File: config.mk
export PLATFORM = sky130hd
export DESIGN_NAME = battery_gauge_average_to_percent
export DESIGN_NICKNAME = d
export VERILOG_FILES = /design/src/hdl/bga_pkg.sv /design/src/hdl/bga_div.sv /design/src/hdl/bga_dp.sv /design/src/hdl/bga_ctrl.sv /design/src/hdl/battery_gauge_average_to_percent.sv
export SDC_FILE = /design/constraint.sdc
export NUM_CORES = 1
export LEC_CHECK = 0
export BUFFER_PORTS_ARGS = -buffer_cell sky130_fd_sc_hd__buf_2
export CAP_MARGIN = 15
export CELL_PAD_IN_SITES_DETAIL_PLACEMENT = 0
export CELL_PAD_IN_SITES_GLOBAL_PLACEMENT = 1
export CORE_UTILIZATION = 30
export DETAILED_ROUTE_END_ITERATION = 10
export PLACE_DENSITY_LB_ADDON = 0.1
export SETUP_SLACK_MARGIN = 0.4
export SLEW_MARGIN = 20
export SYNTH_ARGS = -nofsm -noshare
export SYNTH_HDL_FRONTEND = slang
export SYNTH_SLANG_ARGS = --single-unit
File: constraint.sdc
create_clock -name aclk -period 7.35 [get_ports aclk]
set_clock_uncertainty 0.15 [all_clocks]
set_input_delay 0.735 -clock aclk [delete_from_list [all_inputs] [get_ports aclk]]
set_output_delay 0.735 -clock aclk [all_outputs]
set_load 0.01 [all_outputs]
File: src/hdl/bga_pkg.sv
`default_nettype none
// ----------------------------------------------------------------------------
// Battery gauge package
// Shared widths, constants, controller states and the command and status
// structures that join the controller to the datapath.
// ----------------------------------------------------------------------------
package bga_pkg;

    // Most good samples that one burst may add up.
    localparam int MAX_SAMPLES = 8;

    localparam int SAMPLE_W  = 12;
    localparam int SUM_W     = 16;
    localparam int COUNT_W   = 5;
    localparam int RAW_W     = 12;
    localparam int MV_W      = 13;
    localparam int PCT_W     = 7;
    localparam int CFG_W     = 13;

    // Serial divider operand widths.
    localparam int DIVD_W    = 21;
    localparam int DIVS_W    = 13;
    localparam int DIV_CNT_W = $clog2(DIVD_W);

    // Register map: one register, index taken from paddr[2].
    localparam logic REG_FULL_MV = 1'b0;
    localparam logic [CFG_W-1:0] FULL_MV_RESET = 13'd4120;

    // 3300 * 5000 / (4095 * 4000) reduces to 275 / 273, which is one plus
    // 2 / 273. The fractional part for 2 * raw is taken as
    // (2 * raw * 3841) >> 20, exact over the whole range of 2 * raw.
    localparam int              VOLT_PROD_W = 25;
    localparam int              VOLT_SHIFT  = 20;
    localparam logic [11:0]     VOLT_RECIP  = 12'd3841;

    // Charge curve breakpoints in millivolts.
    localparam logic [MV_W-1:0] MV_EMPTY = 13'd3300;
    localparam logic [MV_W-1:0] MV_BP1   = 13'd3600;
    localparam logic [MV_W-1:0] MV_BP2   = 13'd3800;
    localparam logic [MV_W-1:0] MV_BP3   = 13'd4000;

    localparam logic [PCT_W-1:0] PCT_EMPTY = 7'd0;
    localparam logic [PCT_W-1:0] PCT_BP1   = 7'd20;
    localparam logic [PCT_W-1:0] PCT_BP2   = 7'd60;
    localparam logic [PCT_W-1:0] PCT_BP3   = 7'd90;
    localparam logic [PCT_W-1:0] PCT_FULL  = 7'd100;

    typedef enum logic [2:0] {
        ST_IDLE,
        ST_CHECK,
        ST_WAIT_MEAN,
        ST_VOLT,
        ST_PCT,
        ST_WAIT_PCT,
        ST_EMIT
    } state_t;

    typedef enum logic [1:0] {
        DIV_MEAN,
        DIV_PCT
    } div_sel_t;

    typedef struct packed {
        logic     accept;
        logic     div_start;
        div_sel_t div_sel;
        logic     cap_mean;
        logic     cap_volt;
        logic     pct_direct_load;
        logic     cap_pct;
        logic     emit;
    } cmd_t;

    typedef struct packed {
        logic count_zero;
        logic div_busy;
        logic div_done;
        logic pct_direct;
        logic out_free;
    } status_t;

endpackage
`default_nettype wire

File: src/hdl/bga_div.sv
`default_nettype none
// ----------------------------------------------------------------------------
// Battery gauge serial divider
// Restoring division, one quotient bit per cycle, unsigned operands.
// ----------------------------------------------------------------------------
module bga_div (
    input  wire logic                         aclk,
    input  wire logic                         aresetn,
    input  wire logic                         start,
    input  wire logic [bga_pkg::DIVD_W-1:0]   dividend,
    input  wire logic [bga_pkg::DIVS_W-1:0]   divisor,
    output logic                              busy,
    output logic                              done,
    output logic [bga_pkg::DIVD_W-1:0]        quotient
);
    import bga_pkg::*;

    logic [DIVD_W-1:0]    quo_reg, quo_next;
    logic [DIVS_W-1:0]    rem_reg, rem_next;
    logic [DIVS_W-1:0]    dvs_reg, dvs_next;
    logic [DIV_CNT_W-1:0] cnt_reg, cnt_next;
    logic                 busy_reg, busy_next;
    logic                 done_reg, done_next;
    logic [DIVS_W:0]      trial;
    logic [DIVS_W:0]      diff;
    logic                 q_bit;

    always_comb begin
        trial = {rem_reg, quo_reg[DIVD_W-1]};
        diff  = trial - {1'b0, dvs_reg};
        q_bit = (trial >= {1'b0, dvs_reg});

        quo_next  = quo_reg;
        rem_next  = rem_reg;
        dvs_next  = dvs_reg;
        cnt_next  = cnt_reg;
        busy_next = busy_reg;
        done_next = 1'b0;

        if (start) begin
            quo_next  = dividend;
            rem_next  = '0;
            dvs_next  = divisor;
            cnt_next  = DIV_CNT_W'(DIVD_W - 1);
            busy_next = 1'b1;
        end else if (busy_reg) begin
            quo_next = {quo_reg[DIVD_W-2:0], q_bit};
            rem_next = q_bit ? diff[DIVS_W-1:0] : trial[DIVS_W-1:0];
            cnt_next = cnt_reg - 1'b1;
            if (cnt_reg == '0) begin
                busy_next = 1'b0;
                done_next = 1'b1;
            end
        end
    end

    always_ff @(posedge aclk) begin
        if (!aresetn) begin
            busy_reg <= 1'b0;
            done_reg <= 1'b0;
            cnt_reg  <= '0;
        end else begin
            busy_reg <= busy_next;
            done_reg <= done_next;
            cnt_reg  <= cnt_next;
        end
    end

    always_ff @(posedge aclk) begin
        quo_reg <= quo_next;
        rem_reg <= rem_next;
        dvs_reg <= dvs_next;
    end

    assign busy     = busy_reg;
    assign done     = done_reg;
    assign quotient = quo_reg;

endmodule
`default_nettype wire

File: src/hdl/bga_dp.sv
`default_nettype none
// ----------------------------------------------------------------------------
// Battery gauge datapath
// Sample accumulator, operand selection for the shared divider, held result
// registers and the output register of the result channel.
// ----------------------------------------------------------------------------
module bga_dp (
    input  wire logic                          aclk,
    input  wire logic                          aresetn,
    input  wire bga_pkg::cmd_t                 cmd,
    input  wire logic [bga_pkg::SAMPLE_W-1:0]  sample,
    input  wire logic                          sample_ok,
    input  wire logic [bga_pkg::CFG_W-1:0]     full_mv,
    input  wire logic                          m_tready,
    output bga_pkg::status_t                   sts,
    output logic                               m_tvalid,
    output logic [31:0]                        m_tdata,
    output logic [0:0]                         m_tuser
);
    import bga_pkg::*;

    logic [SUM_W-1:0]   sum_reg, sum_next;
    logic [COUNT_W-1:0] count_reg, count_next;
    logic [RAW_W-1:0]   raw_reg;
    logic [MV_W-1:0]    mv_reg;
    logic [PCT_W-1:0]   pct_reg;
    logic [PCT_W-1:0]   pct_off_reg;
    logic               out_valid_reg;
    logic [31:0]        out_data_reg;
    logic               out_user_reg;

    logic [DIVD_W-1:0]  div_dividend;
    logic [DIVS_W-1:0]  div_divisor;
    logic [DIVD_W-1:0]  div_quot;
    logic               div_busy;
    logic               div_done;

    logic [VOLT_PROD_W-1:0] volt_prod;
    logic [MV_W-1:0]        volt_mv;
    logic [MV_W-1:0]    seg_diff;
    logic [5:0]         seg_gain;
    logic [DIVS_W-1:0]  seg_den;
    logic [PCT_W-1:0]   seg_off;
    logic               seg_direct;
    logic [PCT_W-1:0]   seg_direct_val;
    logic [DIVD_W-1:0]  seg_prod;

    // Accumulate good samples up to the burst limit; cleared once per result.
    always_comb begin
        sum_next   = sum_reg;
        count_next = count_reg;
        if (cmd.emit) begin
            sum_next   = '0;
            count_next = '0;
        end else if (cmd.accept && sample_ok && (count_reg < COUNT_W'(MAX_SAMPLES))) begin
            sum_next   = sum_reg + SUM_W'(sample);
            count_next = count_reg + 1'b1;
        end
    end

    // Piecewise-linear charge curve: pick the segment and its operands.
    always_comb begin
        seg_diff       = '0;
        seg_gain       = '0;
        seg_den        = DIVS_W'(1);
        seg_off        = PCT_EMPTY;
        seg_direct     = 1'b0;
        seg_direct_val = PCT_EMPTY;
        if (mv_reg <= MV_EMPTY) begin
            seg_direct     = 1'b1;
            seg_direct_val = PCT_EMPTY;
        end else if (mv_reg < MV_BP1) begin
            seg_diff = mv_reg - MV_EMPTY;
            seg_gain = 6'd20;
            seg_den  = DIVS_W'(300);
            seg_off  = PCT_EMPTY;
        end else if (mv_reg < MV_BP2) begin
            seg_diff = mv_reg - MV_BP1;
            seg_gain = 6'd40;
            seg_den  = DIVS_W'(200);
            seg_off  = PCT_BP1;
        end else if (mv_reg < MV_BP3) begin
            seg_diff = mv_reg - MV_BP2;
            seg_gain = 6'd30;
            seg_den  = DIVS_W'(200);
            seg_off  = PCT_BP2;
        end else if (mv_reg < full_mv) begin
            seg_diff = mv_reg - MV_BP3;
            seg_gain = 6'd10;
            seg_den  = full_mv - MV_BP3;
            seg_off  = PCT_BP3;
        end else begin
            seg_direct     = 1'b1;
            seg_direct_val = PCT_FULL;
        end
    end

    assign seg_prod  = DIVD_W'(seg_diff) * DIVD_W'(seg_gain);

    // Voltage is the mean plus the truncated 2 * mean / 273.
    assign volt_prod = VOLT_PROD_W'({raw_reg, 1'b0}) * VOLT_PROD_W'(VOLT_RECIP);
    assign volt_mv   = MV_W'(raw_reg) + MV_W'(volt_prod[VOLT_PROD_W-1:VOLT_SHIFT]);

    always_comb begin
        case (cmd.div_sel)
            DIV_MEAN: begin
                div_dividend = DIVD_W'(sum_reg);
                div_divisor  = DIVS_W'(count_reg);
            end
            DIV_PCT: begin
                div_dividend = seg_prod;
                div_divisor  = seg_den;
            end
            default: begin
                div_dividend = '0;
                div_divisor  = DIVS_W'(1);
            end
        endcase
    end

    bga_div u_div (
        .aclk     (aclk),
        .aresetn  (aresetn),
        .start    (cmd.div_start),
        .dividend (div_dividend),
        .divisor  (div_divisor),
        .busy     (div_busy),
        .done     (div_done),
        .quotient (div_quot)
    );

    always_ff @(posedge aclk) begin
        if (!aresetn) begin
            sum_reg       <= '0;
            count_reg     <= '0;
            raw_reg       <= '0;
            mv_reg        <= '0;
            pct_reg       <= '0;
            out_valid_reg <= 1'b0;
        end else begin
            sum_reg   <= sum_next;
            count_reg <= count_next;
            if (cmd.cap_mean) begin
                raw_reg <= div_quot[RAW_W-1:0];
            end
            if (cmd.cap_volt) begin
                mv_reg <= volt_mv;
            end
            if (cmd.pct_direct_load) begin
                pct_reg <= seg_direct_val;
            end else if (cmd.cap_pct) begin
                pct_reg <= pct_off_reg + div_quot[PCT_W-1:0];
            end
            if (cmd.emit) begin
                out_valid_reg <= 1'b1;
            end else if (m_tready) begin
                out_valid_reg <= 1'b0;
            end
        end
    end

    always_ff @(posedge aclk) begin
        if (cmd.div_start && (cmd.div_sel == DIV_PCT)) begin
            pct_off_reg <= seg_off;
        end
        if (cmd.emit) begin
            out_data_reg <= {pct_reg, mv_reg, raw_reg};
            out_user_reg <= (count_reg != '0);
        end
    end

    assign sts.count_zero = (count_reg == '0);
    assign sts.div_busy   = div_busy;
    assign sts.div_done   = div_done;
    assign sts.pct_direct = seg_direct;
    assign sts.out_free   = !out_valid_reg || m_tready;

    assign m_tvalid   = out_valid_reg;
    assign m_tdata    = out_data_reg;
    assign m_tuser[0] = out_user_reg;

endmodule
`default_nettype wire

File: src/hdl/bga_ctrl.sv
`default_nettype none
// ----------------------------------------------------------------------------
// Battery gauge controller
// Sequences accumulation, the two divisions, the voltage step and the
// hand-over of a result.
// ----------------------------------------------------------------------------
module bga_ctrl (
    input  wire logic              aclk,
    input  wire logic              aresetn,
    input  wire logic              s_tvalid,
    input  wire logic              s_tlast,
    input  wire bga_pkg::status_t  sts,
    output logic                   s_tready,
    output bga_pkg::cmd_t          cmd
);
    import bga_pkg::*;

    state_t state_reg, state_next;

    always_ff @(posedge aclk) begin
        if (!aresetn) begin
            state_reg <= ST_IDLE;
        end else begin
            state_reg <= state_next;
        end
    end

    always_comb begin
        state_next = state_reg;
        unique case (state_reg)
            ST_IDLE: begin
                if (s_tvalid && s_tlast) begin
                    state_next = ST_CHECK;
                end
            end
            ST_CHECK: begin
                state_next = sts.count_zero ? ST_EMIT : ST_WAIT_MEAN;
            end
            ST_WAIT_MEAN: begin
                if (sts.div_done) begin
                    state_next = ST_VOLT;
                end
            end
            ST_VOLT: begin
                state_next = ST_PCT;
            end
            ST_PCT: begin
                state_next = sts.pct_direct ? ST_EMIT : ST_WAIT_PCT;
            end
            ST_WAIT_PCT: begin
                if (sts.div_done) begin
                    state_next = ST_EMIT;
                end
            end
            ST_EMIT: begin
                if (sts.out_free) begin
                    state_next = ST_IDLE;
                end
            end
            default: begin
                state_next = ST_IDLE;
            end
        endcase
    end

    always_comb begin
        cmd      = '0;
        cmd.div_sel = DIV_MEAN;
        s_tready = 1'b0;
        unique case (state_reg)
            ST_IDLE: begin
                s_tready   = 1'b1;
                cmd.accept = s_tvalid;
            end
            ST_CHECK: begin
                cmd.div_start = !sts.count_zero;
                cmd.div_sel   = DIV_MEAN;
            end
            ST_WAIT_MEAN: begin
                cmd.cap_mean = sts.div_done;
            end
            ST_VOLT: begin
                cmd.cap_volt = 1'b1;
            end
            ST_PCT: begin
                cmd.pct_direct_load = sts.pct_direct;
                cmd.div_start       = !sts.pct_direct;
                cmd.div_sel         = DIV_PCT;
            end
            ST_WAIT_PCT: begin
                cmd.cap_pct = sts.div_done;
                cmd.div_sel = DIV_PCT;
            end
            ST_EMIT: begin
                cmd.emit = sts.out_free;
            end
            default: begin
                cmd = '0;
            end
        endcase
    end

endmodule
`default_nettype wire

File: src/hdl/battery_gauge_average_to_percent.sv
`default_nettype none
// ----------------------------------------------------------------------------
// Battery gauge: burst average to voltage and state of charge
// Averages a burst of conversion attempts and turns the mean into battery
// millivolts and a piecewise-linear charge percentage.
// ----------------------------------------------------------------------------
// Usage:
// Each input item is one conversion attempt: the 12-bit sample in s_tdata,
// its success flag in s_tuser and the end of the burst in s_tlast. Up to
// eight good samples of a burst are summed; further good ones are dropped.
// An attempt without s_tlast gives no result and leaves s_tready high.
// The attempt carrying s_tlast gives exactly one result item on the m_
// channel, and s_tready stays low from then until that result is handed to
// the output register. With a good sample in the burst, the mean and the
// percentage each take one pass through a 21-step serial divider and the
// voltage is formed by a reciprocal multiplication; the percentage division
// is skipped when the voltage lies at or below 3300 mV or at or above the
// full point. A burst without a good sample skips both divisions and gives
// its result with m_tuser low and the previous values repeated.
// The result sits in an output register; while the receiver stalls, further
// attempts are still taken and a following burst is still worked out, but
// its hand-over waits, with s_tready low, until the output register is free.
// Reset clears the accumulator, the held values and the output register, and
// sets full_millivolts to 4120. full_millivolts is written over the APB port
// at byte address 0 and should only be changed while no burst is pending.
// ----------------------------------------------------------------------------
module battery_gauge_average_to_percent (
    input  wire logic        aclk,
    input  wire logic        aresetn,
    // Input attempts
    input  wire logic        s_tvalid,
    output logic             s_tready,
    input  wire logic [15:0] s_tdata,   // [11:0] sample, [15:12] zero
    input  wire logic [0:0]  s_tuser,   // [0] sample_ok
    input  wire logic        s_tlast,   // last_attempt
    // Results
    output logic             m_tvalid,
    input  wire logic        m_tready,
    output logic [31:0]      m_tdata,   // [11:0] average_raw,
                                        // [24:12] battery_millivolts,
                                        // [31:25] charge_percent
    output logic [0:0]       m_tuser,   // [0] result_valid
    // Configuration
    input  wire logic        psel,
    input  wire logic        penable,
    input  wire logic        pwrite,
    input  wire logic [2:0]  paddr,
    input  wire logic [31:0] pwdata,
    output logic [31:0]      prdata,
    output logic             pready
);
    import bga_pkg::*;

    logic [CFG_W-1:0] full_mv_reg;
    logic             reg_index;
    cmd_t             cmd;
    status_t          sts;

    // The register index is the word address; only one register exists.
    assign reg_index = paddr[2];
    assign pready    = 1'b1;

    always_ff @(posedge aclk) begin
        if (!aresetn) begin
            full_mv_reg <= FULL_MV_RESET;
        end else if (psel && penable && pwrite && pready && (reg_index == REG_FULL_MV)) begin
            full_mv_reg <= pwdata[CFG_W-1:0];
        end
    end

    always_comb begin
        unique case (reg_index)
            REG_FULL_MV: prdata = 32'(full_mv_reg);
            default:     prdata = '0;
        endcase
    end

    bga_ctrl u_ctrl (
        .aclk     (aclk),
        .aresetn  (aresetn),
        .s_tvalid (s_tvalid),
        .s_tlast  (s_tlast),
        .sts      (sts),
        .s_tready (s_tready),
        .cmd      (cmd)
    );

    bga_dp u_dp (
        .aclk      (aclk),
        .aresetn   (aresetn),
        .cmd       (cmd),
        .sample    (s_tdata[SAMPLE_W-1:0]),
        .sample_ok (s_tuser[0]),
        .full_mv   (full_mv_reg),
        .m_tready  (m_tready),
        .sts       (sts),
        .m_tvalid  (m_tvalid),
        .m_tdata   (m_tdata),
        .m_tuser   (m_tuser)
    );

    // The shared divider is never running while new attempts are taken.
    a_idle_div: assert property (@(posedge aclk) disable iff (!aresetn)
        s_tready |-> !sts.div_busy)
        else $error("divider busy while attempts are accepted");

    // A presented result never shows a charge above one hundred percent.
    a_pct_range: assert property (@(posedge aclk) disable iff (!aresetn)
        m_tvalid |-> (m_tdata[31:25] <= 7'd100))
        else $error("charge percentage out of range");

    // The computed voltage never exceeds full-scale input.
    a_mv_range: assert property (@(posedge aclk) disable iff (!aresetn)
        m_tvalid |-> (m_tdata[24:12] <= 13'd4125))
        else $error("battery voltage out of range");

    // A fresh result only follows the controller handing one over.
    a_emit: assert property (@(posedge aclk) disable iff (!aresetn)
        (m_tvalid && !$past(m_tvalid)) |-> $past(cmd.emit))
        else $error("result appeared without a hand-over");

endmodule
`default_nettype wire

**Yosys cells after proc, flatten, opt, wreduce, memory -nomap -nowiden**

Index checks and enable logic that the tools add are counted.

- Register bits: 164
- Bits of input ports: 60
- Word-level logic and storage cells: 141

- $add $sub $neg: 11
- $mul: 2
- Order comparisons: 7
- Equal/unequal tests: 11
- Muxes and demuxes: 60
- Bitwise logic cells: 3
- Reduce and logical (&&, ||, !) cells: 27

Operators by type and width:

| cell | count |
|---|---|
| 13-bit two-way mux | 12 |
| 13-bit by 12-bit subtractor with 13-bit output (second input constant) | 5 |
| 7-bit two-way mux | 8 |
| 21-bit two-way mux | 2 |
| 13-bit by 12-bit < comparator with 1-bit output (second input constant) | 3 |
| 19-bit case mux with 2 select lines | 1 |
| 6-bit two-way mux | 5 |
| 13-bit case mux with 2 select lines | 1 |
| 12-bit by 12-bit multiplier with 24-bit output (second input constant) | 1 |
| 3-bit case mux with 7 select lines | 1 |
| 13-bit by 6-bit multiplier with 19-bit output | 1 |
| 1-bit two-way mux | 19 |
| 16-bit by 12-bit adder with 16-bit output | 1 |
| 3-bit two-way mux | 5 |
| 5-bit two-way mux | 3 |
| 14-bit by 13-bit >= comparator with 1-bit output | 1 |
| 12-bit by 5-bit adder with 13-bit output | 1 |
| 13-bit by 12-bit <= comparator with 1-bit output (second input constant) | 1 |
| 13-bit < comparator | 1 |
| 13-bit subtractor | 1 |
| 5-bit logical NOT | 2 |
| 3-bit equality test (second input constant) | 3 |
| 2-bit by 1-bit != test with 1-bit output (second input constant) | 4 |
| 2-bit OR reduction | 4 |
| other kinds (21) | 35 |

**Depth between registers and ports, before layout**

Gate-level depths: netlist (run 1).

- Depth in word-level cells: 9
- Gate-level depth with buffers: 25

**Hierarchy**

From an unflattened synthesis (run 1), not the netlist that was laid out.

- Cell total of the unflattened synthesis: 1439
- Area, all modules: 13674.4 um2

By module, submodules not included:

| module | instances | cells an instance | area an instance (um2) | sequential area each (um2) |
|---|---|---|---|---|
| bga_dp | 1 | 1054 | 9631.7 | 2222.1 |
| bga_div | 1 | 251 | 2895.3 | 1421.4 |
| battery_gauge_average_to_percent | 1 | 94 | 808.3 | 260.2 |
| bga_ctrl | 1 | 40 | 339.1 | 60.1 |

**Least setup slack after synthesis (run 1)**

No wires, ideal clock.

- Path kind: reg2reg
- Start: register u_dp.mv_reg[5]
- End: register u_dp.u_div.quo_reg[18] (netlist: u_dp.u_div.quotient[18]), data pin
- Library setup time: 0.256 ns
- Arrival: 5.306 ns
- Data required time: 6.944 ns
- Setup slack: 1.638 ns
- Stages on the path, launching flop included: 23
- Buffers on the path: 0
- Clock period less this slack: 5.712 ns
- Cell sequence: dfxtp_1 inv_1 ha_1 a21o_1 a31oi_2 mux2i_1 xor2_1 a21oi_1 a21o_1 o32ai_1 fa_1 fa_1 inv_1 fa_1 inv_1 ha_1 a21o_1 nand2_1 nand3_1 o21ai_0 o21ai_0 a31o_2 a22o_1

- Longest elaborated chain between the ends: 9
- Elaborated cells between the ends (all ways): 29
- Those cells by class: add/sub (4); mul (1); order compare (5); mux (18); reduce/logical (1)

Ends and longest elaborated chain:

| element | RTL line | source |
|---|---|---|
| start, declared | bga_dp.sv:25 | `logic [MV_W-1:0] mv_reg;` |
| start signal, assigned | bga_dp.sv:147 | `mv_reg <= volt_mv;` |
| 13-bit by 12-bit subtractor with 13-bit output or 13-bit < comparator (tied branches) | bga_dp.sv:88, bga_dp.sv:87 |  |
| 13-bit two-way mux, or another cell as far along | bga_dp.sv:87 | `end else if (mv_reg < full_mv) begin` |
| 13-bit two-way mux, or another cell as far along | bga_dp.sv:82 | `end else if (mv_reg < MV_BP3) begin` |
| 13-bit two-way mux, or another cell as far along | bga_dp.sv:77 | `end else if (mv_reg < MV_BP2) begin` |
| 13-bit two-way mux, or another cell as far along | bga_dp.sv:72 | `end else if (mv_reg < MV_BP1) begin` |
| 13-bit two-way mux, or another cell as far along | bga_dp.sv:69 | `if (mv_reg <= MV_EMPTY) begin` |
| 13-bit by 6-bit multiplier with 19-bit output or 1-bit logical NOT (tied branches) | bga_dp.sv:98, bga_ctrl.sv:87 |  |
| 19-bit case mux with 2 select lines or 1-bit case mux with 2 select lines (tied branches) | bga_dp.sv:105, bga_ctrl.sv:70 |  |
| 21-bit two-way mux * | bga_div.sv:40 | `if (start) begin` |
| net u_dp.u_div.quo_next[18] | bga_div.sv:18 | `logic [DIVD_W-1:0] quo_reg, quo_next;` |
| end signal, assigned | bga_div.sv:70 | `quo_reg <= quo_next;` |
| end, declared | bga_div.sv:18 |  |

Mark *: on every way through the listed nets, which the timed path passes. The rest lies on a longest branch.
A chain may end at the register's enable or synchronous reset.

**Final worst setup path (run 1)**

- Start: register u_dp.mv_reg[2]
- End: register u_dp.u_div.quo_reg[15] (netlist: u_dp.u_div.quotient[15]), data pin

The elaborated chain is that of the path after synthesis.

==> results of run 1 <==
[critical path: cells and delay by family, from the launching register on]
family                     cells  cell delay, ps
AOI/OAI and AO/OA             11            2790
adders and majority gates      5            2240
buffers and inverters          2              90
DFF                            1             550
and+or+nand+nor                2             310
[area by class of cell]
type	count	share of cell area (%)
Tap cell	585	4.96
Clock buffer	17	2.88
Timing Repair Buffer	114	4.41
Inverter	137	3.50
Sequential cell	162	26.9
Multi-Input combinational cell	1113	56.4
Clock inverter	15	1.03
[stage by stage]
step                      power [mW]  hold slack [ps]  instance area, um2  utilization (%)  worst slack, ps
after floorplan                 1.51              258               13200                -             1640
after global placement          1.65              271               14200             32.9              882
after detailed placement        1.66              273               14200             32.9              875
after CTS                       2.57              290               14800             34.3              863
after global routing            2.68              316               14800             34.3              535
final                           2.54              290               14800             34.3              967
[worst min path at each step]
| stage | cells after the start | end | startpoint | slack, ps |
|---|---|---|---|---|
| after global routing | 0 | u_dp.m_tdata[29]$_DFFE_PP_ | u_dp.pct_reg[4]$_SDFFE_PN0P_ | 320 |
| after CTS | 0 | u_dp.m_tdata[26]$_DFFE_PP_ | u_dp.pct_reg[1]$_SDFFE_PN0P_ | 290 |
| after global placement | 0 | u_dp.m_tdata[25]$_DFFE_PP_ | u_dp.pct_reg[0]$_SDFFE_PN0P_ | 270 |
| after detailed placement | 0 | u_dp.m_tdata[26]$_DFFE_PP_ | u_dp.pct_reg[1]$_SDFFE_PN0P_ | 270 |
| final | 0 | u_dp.m_tdata[25]$_DFFE_PP_ | u_dp.pct_reg[0]$_SDFFE_PN0P_ | 290 |
| after floorplan | 0 | u_dp.m_tdata[25]$_DFFE_PP_ | u_dp.pct_reg[0]$_SDFFE_PN0P_ | 260 |
[cell families (layout without fill, tap and decap cells)]
logic type | Yosys count | after routing | synth area share [%]
other cells | 2 | 26 | 0.0573
fa+ha+maj | 219 | 219 | 24.1
compound gates | 356 | 356 | 17.6
simple gates | 431 | 431 | 15.3
buf+inv | 213 | 283 | 7.11
xor+xnor | 68 | 68 | 4.54
flops | 162 | 162 | 30.2
mux | 13 | 13 | 1.02
[synth_stat cells, types with 4 or more instances]
master | count | area [um2]
a21o_1 | 22 | 165
o21ai_0 | 61 | 305
or3_1 | 11 | 68.8
o31ai_1 | 7 | 52.6
ha_1 | 163 | 2040
fa_1 | 56 | 1120
a211oi_1 | 13 | 97.6
o21a_1 | 21 | 158
and3_1 | 14 | 87.6
nor2b_1 | 22 | 138
nor3_1 | 31 | 155
a22oi_1 | 4 | 30.0
and2_1 | 15 | 93.8
nor3_2 | 4 | 40.0
buf_6 | 5 | 56.3
nand2_1 | 154 | 578
mux2i_1 | 10 | 100
inv_1 | 134 | 503
o31a_1 | 5 | 43.8
nand3_1 | 29 | 145
clkbuf_1 | 35 | 131
buf_1 | 4 | 15.0
xor2_1 | 19 | 166
edfxtp_1 | 72 | 2160
a2111oi_0 | 5 | 43.8
a31oi_1 | 22 | 138
nor2_1 | 107 | 402
a221oi_1 | 4 | 35.0
a21boi_0 | 4 | 30.0
dfxtp_1 | 90 | 1800
nand2b_1 | 13 | 81.3
o211ai_1 | 6 | 45.0
nand4_1 | 8 | 50.1
buf_4 | 21 | 158
nor4_1 | 5 | 31.3
xnor2_1 | 49 | 429
buf_2 | 11 | 55.1
a21oi_1 | 129 | 646
o21bai_1 | 6 | 45.0
[power by group]
group | switching [mW] | total, mW | internal (mW)
Combinational | 0.344 | 0.586 | 0.243
Clock | 0.429 | 0.905 | 0.476
Sequential | 0.0544 | 1.05 | 0.993
[per-layer routing]
layer	vias to the layer above	GRT usage [%]	share of wire, %
met5	-	0	0
met4	0	4.47	1.6
met3	28	2.13	1.8
met2	95	30.0	48
met1	5112	24.9	49
li1	5249	-	-
[repair_timing]
action | 4_1_cts | 5_1_grt
resized for setup | 0 | 1
hold buffers | 0 | 0
buffers inserted | 0 | 0
endpoints found under the setup margin | 0 | 1
==> impl_metrics.prom, run 1 <==
# TYPE chip_impl_metric gauge
chip_impl_metric{name="clock_insertion_delay_worst_skew",unit="ps"} 450
chip_impl_info{name="critical_path_class",value="register to register"} 1
chip_impl_metric{name="r2r_setup_slk",unit="ps"} 970
chip_impl_metric{name="ctsHtreeMaxLevel",unit=""} 4
chip_impl_metric{name="clock_sink_count",unit=""} 162
chip_impl_metric{name="post-route-min-period",unit="ps"} 6380
chip_impl_metric{name="globalRoute.totalOverflow",unit=""} 0
chip_impl_metric{name="vias_per_cell",unit=""} 4.89
chip_impl_metric{name="drt-wirelength-per-cell",unit="um"} 18.3
chip_impl_metric{name="synthesis.instances",unit=""} 1464
chip_impl_metric{name="antenna_cells",unit=""} 0
chip_impl_metric{name="floorplan.die.height",unit="um"} 211
chip_impl_info{name="hold_path.class",value="register to register"} 1
chip_impl_metric{name="fp.dieW",unit="um"} 211
chip_impl_metric{name="synthToLayoutAreaGrowth",unit="%"} 12.6
chip_impl_metric{name="placedCellCount",unit=""} 2111
chip_impl_metric{name="crit_path_max_incr_delay",unit="ps"} 620
chip_impl_metric{name="min_period_over_period",unit="%"} 86.8
chip_impl_metric{name="seq_area_frac_synth",unit="%"} 30.2
chip_impl_metric{name="num_rows",unit=""} 76
chip_impl_metric{name="clock_tree.buffer_depth",unit=""} 2
chip_impl_metric{name="grt_first_pass_wirelength",unit="um"} 61200
chip_impl_metric{name="yosysWarnings",unit=""} 0
chip_impl_metric{name="synth-edff-count",unit=""} 72
chip_impl_metric{name="syn-mean-instance-area",unit="um2"} 8.95
chip_impl_metric{name="top_level_ports",unit=""} 128
chip_impl_info{name="path_cells",value="ha_1, a21oi_1, o21ai_0, a31o_2, a2111oi_0, o22a_1, a31o_2, nor2b_1, fa_1, fa_1, inv_1, fa_1, inv_1, ha_1, a21o_1, a21oi_1, o21ai_0, a21oi_1, nor4_1, o32a_1"} 1
chip_impl_info{name="layout_commonest_cell",value="ha_1"} 1
chip_impl_metric{name="synth_seq_cells",unit=""} 162
chip_impl_metric{name="pin_count_of_the_biggest_net_entering_global_routing",unit=""} 41
chip_impl_info{name="setup.worst_path.start_class",value="register"} 1
chip_impl_metric{name="vias",unit=""} 10500
chip_impl_metric{name="place_hpwl",unit="um"} 30500
chip_impl_metric{name="drtAntennaViolNets",unit=""} 0
chip_impl_info{name="crit_slowest_cell",value="a2111oi_0"} 1
chip_impl_metric{name="power_density",unit="mW/mm2"} 172
chip_impl_metric{name="num-fill-cells",unit=""} 4586
chip_impl_metric{name="distinct_cells_synth",unit=""} 87
chip_impl_metric{name="area.sequential",unit="mm2"} 0.00396
chip_impl_info{name="setup.worst_path.end_class",value="register"} 1
chip_impl_metric{name="gp_congestion",unit=""} 0.792
chip_impl_metric{name="cp_data_required_time",unit="ps"} 7400
chip_impl_metric{name="tritoncts.num_buffers",unit=""} 17
chip_impl_metric{name="grt_util_all_layers",unit="%"} 18.1
chip_impl_metric{name="async_reset_ff_share",unit="%"} 0
chip_impl_metric{name="largest_register_ffs",unit=""} 32
chip_impl_info{name="endpoint",value="u_dp.u_div.quotient[15]$_DFFE_PP_"} 1
chip_impl_metric{name="drt_iter0_markers",unit=""} 576
chip_impl_metric{name="worstRegToRegCells",unit=""} 20
chip_impl_metric{name="netlist_area",unit="mm2"} 0.0131
chip_impl_metric{name="antenna_found_initial",unit=""} 1
chip_impl_info{name="worstReg2RegStart",value="u_dp.mv_reg[2]$_SDFFE_PN0P_"} 1
chip_impl_metric{name="multi_input_combinational_cell_area",unit="mm2"} 0.00832
chip_impl_metric{name="layout-drive-gt1-share",unit="%"} 11.4
chip_impl_metric{name="detail_route.drc_violations",unit=""} 0
chip_impl_metric{name="core_region_area",unit="mm2"} 0.0431
chip_impl_metric{name="static-leakage-power",unit="nW"} 6.58
chip_impl_metric{name="finalHoldViolCount",unit=""} 0
chip_impl_metric{name="relSlewSlack",unit="%"} 31.5
chip_impl_metric{name="finalNonFillerCells",unit=""} 2143
chip_impl_info{name="most-common-layout-cells",value="ha_1, nand2_1, inv_1, a21oi_1, nor2_1"} 1
chip_impl_metric{name="peakVddDrop",unit="V"} 0.000136
chip_impl_metric{name="numPortBuffers",unit=""} 82
chip_impl_metric{name="timing.critical_path.fanout_max",unit=""} 8
chip_impl_metric{name="clkTransAtPathRegs",unit="ps"} 70
chip_impl_metric{name="cp.arrival",unit="ps"} 6440
chip_impl_metric{name="dieArea",unit="mm2"} 0.0445
chip_impl_info{name="crit-reg2reg-capture",value="u_dp.u_div.quotient[15]$_DFFE_PP_"} 1
chip_impl_info{name="critPathLaunch",value="u_dp.mv_reg[2]$_SDFFE_PN0P_"} 1
chip_impl_info{name="cts_tree",value="built"} 1
chip_impl_metric{name="num-nets-final",unit=""} 1824
chip_impl_info{name="cts-root-buf",value="clkbuf_16"} 1
chip_impl_metric{name="worst_pin_slew",unit="ps"} 1030
chip_impl_metric{name="initial_core_util",unit="%"} 30.4
chip_impl_metric{name="wl",unit="um"} 39200
chip_impl_metric{name="timing.final.max_slew_violations",unit=""} 0
chip_impl_metric{name="detail_route.first_pass.iterations",unit=""} 5
chip_impl_metric{name="final.setup.tns",unit="ps"} 0
chip_impl_metric{name="timing.max_cap.violations",unit=""} 0
chip_impl_metric{name="vias_in_the_first_global_route",unit=""} 10500
chip_impl_info{name="ys_dominant_reg_cell",value="dfxtp_1"} 1
chip_impl_metric{name="timing.fmax",unit="GHz"} 0.157
chip_impl_info{name="unrepaired_setup_endpoints_after_global_routing",value="no"} 1
chip_impl_metric{name="finalSetupViolations",unit=""} 0
chip_impl_info{name="run_status",value="finished, final reports clean"} 1
No activity file was read; power rests on OpenSTA's default activity.
==> run 2: changes to the inputs <==
Settings changed: ABC_AREA from default to 1.
==> run 2 against run 1 <==
- hold slack better by 18 ps
- combinational power grew 37%
- die area rose by 2.1%
- utilization shrank 0.25 points
- fmax is 0.40% lower
- count of clock-buffer cells in the layout did not move
- wire length down 1.2%
- largest power group unchanged
- final cell count increased by 12%
- sequential power is 7% higher
- critical endpoint is now u_dp.u_div.quotient[10]$_DFFE_PP_
- critical path type unchanged
- total power rose by 13%
==> impl_metrics.prom, run 2 <==
# TYPE chip_impl_metric gauge
chip_impl_metric{name="synthesis.instances",unit=""} 1708
chip_impl_metric{name="ctsHtreeMaxLevel",unit=""} 4
chip_impl_metric{name="synthToLayoutAreaGrowth",unit="%"} 12.2
chip_impl_metric{name="seq_power_share",unit="%"} 39.0
chip_impl_info{name="critPathLaunch",value="u_dp.mv_reg[5]$_SDFFE_PN0P_"} 1
chip_impl_metric{name="num-nets-final",unit=""} 2065
chip_impl_metric{name="largest_register_ffs",unit=""} 32
chip_impl_metric{name="gp_congestion",unit=""} 0.842
chip_impl_info{name="unrepaired_setup_endpoints_after_global_routing",value="no"} 1
chip_impl_info{name="cts_tree",value="built"} 1
chip_impl_metric{name="r2r_setup_slk",unit="ps"} 940
chip_impl_metric{name="initial_core_util",unit="%"} 30.3
chip_impl_metric{name="number_of_cells_on_the_worst_hold_path",unit=""} 0
chip_impl_info{name="critical_path_class",value="register to register"} 1
chip_impl_metric{name="finalHoldViolCount",unit=""} 0
chip_impl_info{name="yosys.area.top_type",value="edfxtp_1"} 1
chip_impl_metric{name="final.setup.tns",unit="ps"} 0
chip_impl_metric{name="power_density",unit="mW/mm2"} 191
chip_impl_metric{name="finalSetupViolations",unit=""} 0
chip_impl_metric{name="relSlewSlack",unit="%"} 32.0
chip_impl_info{name="cts-root-buf",value="clkbuf_16"} 1
chip_impl_metric{name="timing.final.max_slew_violations",unit=""} 0
chip_impl_metric{name="async_reset_ff_share",unit="%"} 0
chip_impl_metric{name="dieArea",unit="mm2"} 0.0455
chip_impl_metric{name="power_report.internal_total",unit="mW"} 1.83
chip_impl_metric{name="post-route-min-period",unit="ps"} 6410
chip_impl_metric{name="seq_area_frac_synth",unit="%"} 29.6
chip_impl_info{name="timing.hold.worst.start",value="u_dp.pct_reg[1]$_SDFFE_PN0P_"} 1
chip_impl_metric{name="min_period_over_period",unit="%"} 87.2
chip_impl_metric{name="clock_insertion_delay_worst_skew",unit="ps"} 470
chip_impl_metric{name="vias_in_the_first_global_route",unit=""} 11300
chip_impl_metric{name="grt_util_all_layers",unit="%"} 18.0
chip_impl_info{name="setup.worst_path.end_class",value="register"} 1
chip_impl_metric{name="num-fill-cells",unit=""} 4882
chip_impl_info{name="synth.top_cells.by_count",value="nand2_1, inv_1, ha_1"} 1
chip_impl_metric{name="antenna_found_initial",unit=""} 1
chip_impl_metric{name="drt_iter0_markers",unit=""} 553
chip_impl_metric{name="drtAntennaViolNets",unit=""} 0
chip_impl_metric{name="post-synth-top-area-fraction",unit="%"} 16.2
chip_impl_metric{name="tritoncts.num_buffers",unit=""} 17
chip_impl_metric{name="num_rows",unit=""} 77
chip_impl_metric{name="layout-drive-gt1-share",unit="%"} 9.23
chip_impl_metric{name="top_level_ports",unit=""} 128
chip_impl_metric{name="drt-wirelength-per-cell",unit="um"} 16.2
chip_impl_metric{name="vias",unit=""} 11100
chip_impl_metric{name="place_hpwl",unit="um"} 30600
chip_impl_metric{name="clock_sink_count",unit=""} 162
chip_impl_info{name="synth_top_cells_by_area",value="edfxtp_1, ha_1, dfxtp_1"} 1
chip_impl_metric{name="static-leakage-power",unit="nW"} 7.34
chip_impl_info{name="layout_commonest_cell",value="nand2_1"} 1
chip_impl_metric{name="vias_per_cell",unit=""} 4.65
chip_impl_metric{name="clock_tree.buffer_depth",unit=""} 2
chip_impl_metric{name="numPortBuffers",unit=""} 82
chip_impl_metric{name="detail_route.drc_violations",unit=""} 0
chip_impl_metric{name="yosysWarnings",unit=""} 0
chip_impl_metric{name="cp.arrival",unit="ps"} 6470
chip_impl_metric{name="cp_data_required_time",unit="ps"} 7410
chip_impl_info{name="run_status",value="finished, final reports clean"} 1
chip_impl_metric{name="netSwitchingPower",unit="mW"} 1.04
chip_impl_metric{name="clkTransAtPathRegs",unit="ps"} 70
chip_impl_info{name="setup.worst_path.start_class",value="register"} 1
chip_impl_info{name="min_to",value="u_dp.m_tdata[26]$_DFFE_PP_"} 1
chip_impl_metric{name="worst_pin_slew",unit="ps"} 1020
chip_impl_metric{name="synth-edff-count",unit=""} 72
chip_impl_metric{name="fp.dieW",unit="um"} 213
chip_impl_metric{name="power_frac_clock",unit="%"} 33.0
chip_impl_metric{name="pin_count_of_the_biggest_net_entering_global_routing",unit=""} 48
chip_impl_metric{name="timing.fmax",unit="GHz"} 0.156
chip_impl_metric{name="switching_share",unit="%"} 36.1
chip_impl_metric{name="grt_first_pass_wirelength",unit="um"} 62000
chip_impl_metric{name="detail_route.first_pass.iterations",unit=""} 7
chip_impl_metric{name="core_region_area",unit="mm2"} 0.0441
chip_impl_metric{name="finish.utilization",unit="%"} 34.0
chip_impl_metric{name="netlist_area",unit="mm2"} 0.0134
chip_impl_info{name="synthMostInstantiatedCell",value="nand2_1"} 1
chip_impl_metric{name="timing.critical_path.fanout_max",unit=""} 19
chip_impl_metric{name="timing.max_cap.violations",unit=""} 0
chip_impl_metric{name="peakVddDrop",unit="V"} 0.000112
chip_impl_metric{name="synth_seq_cells",unit=""} 162
chip_impl_info{name="hold_path.class",value="register to register"} 1
chip_impl_info{name="ys_dominant_reg_cell",value="dfxtp_1"} 1
chip_impl_info{name="most-common-layout-cells",value="nand2_1, inv_1, ha_1, nor2_1, a21oi_1"} 1
chip_impl_metric{name="syn-mean-instance-area",unit="um2"} 7.83
chip_impl_metric{name="worstRegToRegCells",unit=""} 24
chip_impl_metric{name="power.combinational.fraction",unit="%"} 27.9
chip_impl_info{name="worstReg2RegStart",value="u_dp.mv_reg[5]$_SDFFE_PN0P_"} 1
chip_impl_metric{name="floorplan.die.height",unit="um"} 213
chip_impl_metric{name="distinct_cells_synth",unit=""} 51
chip_impl_metric{name="globalRoute.totalOverflow",unit=""} 0
chip_impl_info{name="crit-reg2reg-capture",value="u_dp.u_div.quotient[10]$_DFFE_PP_"} 1
chip_impl_metric{name="wl",unit="um"} 38700
run 2: cell count changes in the layout (fill, tap and decap cells not counted), sizes merged, moves of 20 or more:
cell,previous run,this run
xor2,19,43
buf,114,94
nor2b,22,0
xnor2,49,13
o21ai,65,114
nor2,107,156
nand3,29,90
inv,142,262
nand2,154,336
run 2: worst max-delay path, cell delays in order (launching register included):
cell and delay [ps]:
dfxtp_1 610, inv_1 310, ha_1 330, nand2_1 90, inv_2 40, nand3_1 70
nand2_1 60, nand2_2 330, inv_2 180, nor2_1 410, inv_1 210, nor2_1 210
fa_1 450, fa_1 560, inv_1 60, fa_1 540, inv_1 40, ha_1 330
a21oi_1 220, o21ai_0 160, a21oi_1 320, xor2_1 220, nand2_1 80, o211ai_1 100
nand2_1 70
run 2: cells by family (layout without fill, tap and decap cells):
| family | after synthesis | in the layout | synth area share (%) |
|---|---|---|---|
| simple gates | 635 | 635 | 20.1 |
| buf+inv | 320 | 387 | 9.90 |
| xor+xnor | 56 | 56 | 3.67 |
| fa+ha+maj | 219 | 219 | 23.6 |
| compound gates | 314 | 314 | 13.0 |
| flops | 162 | 162 | 29.6 |
| other cells | 2 | 27 | 0.0561 |
run 2: repair_timing:
item	in CTS	in global routing
buffers inserted	0	0
hold buffers	0	0
setup endpoints to repair	0	4
gates resized for setup	0	1
run 2: layout make-up:
type / instances / area, um2 / area share (%)
timing repair buffer: 94 / 513 / 3.42
clock buffer: 17 / 425 / 2.83
tap: 592 / 741 / 4.94
clock inverter: 15 / 181 / 1.21
multi-input combinational: 1250 / 8190 / 54.6
sequential: 162 / 3960 / 26.4
inverter: 261 / 987 / 6.58
antenna: 1 / 2.50 / 0.0167
run 2: per-layer routing:
layer | vias up | track usage (%) | routed length (um)
met5 | - | 0 | 0
met1 | 5257 | 24.2 | 19300
li1 | 5729 | - | -
met4 | 0 | 5.89 | 714
met3 | 28 | 1.87 | 677
met2 | 112 | 30.1 | 18000
run 2: worst max-delay path by stage:
| stage | to | cells past startpoint | slack, ps |
|---|---|---|---|
| after detailed placement | u_dp.u_div.quotient[15]$_DFFE_PP_ | 27 | 940 |
| after CTS | u_dp.u_div.quotient[10]$_DFFE_PP_ | 24 | 930 |
| final | u_dp.u_div.quotient[10]$_DFFE_PP_ | 24 | 940 |
| after global routing | u_dp.u_div.quotient[10]$_DFFE_PP_ | 24 | 430 |
| after global placement | u_dp.u_div.quotient[15]$_DFFE_PP_ | 27 | 1020 |
| after floorplan | u_dp.u_div.quotient[15]$_DFFE_PP_ | 28 | 2150 |
run 2: stage by stage:
step	instances	area, um2	power (mW)	setup slack [ps]	hold WS (ps)
6_report	2392	15000	2.87	942	308
5_1_grt	2391	15000	3.07	429	315
3_5_place_dp	2358	14400	1.96	944	277
3_3_place_gp	2358	14400	1.95	1020	288
4_1_cts	2390	15000	2.92	930	306
2_1_floorplan	1732	13500	1.70	2150	253
run 2: power by group through the flow:
stage / combinational, mW / sequential, mW / clock, mW
2_1_floorplan: 0.594 / 1.11 / 0
3_3_place_gp: 0.808 / 1.14 / 0
3_5_place_dp: 0.811 / 1.14 / 0
4_1_cts: 0.816 / 1.12 / 0.979
5_1_grt: 0.930 / 1.13 / 1.01
6_report: 0.802 / 1.12 / 0.949
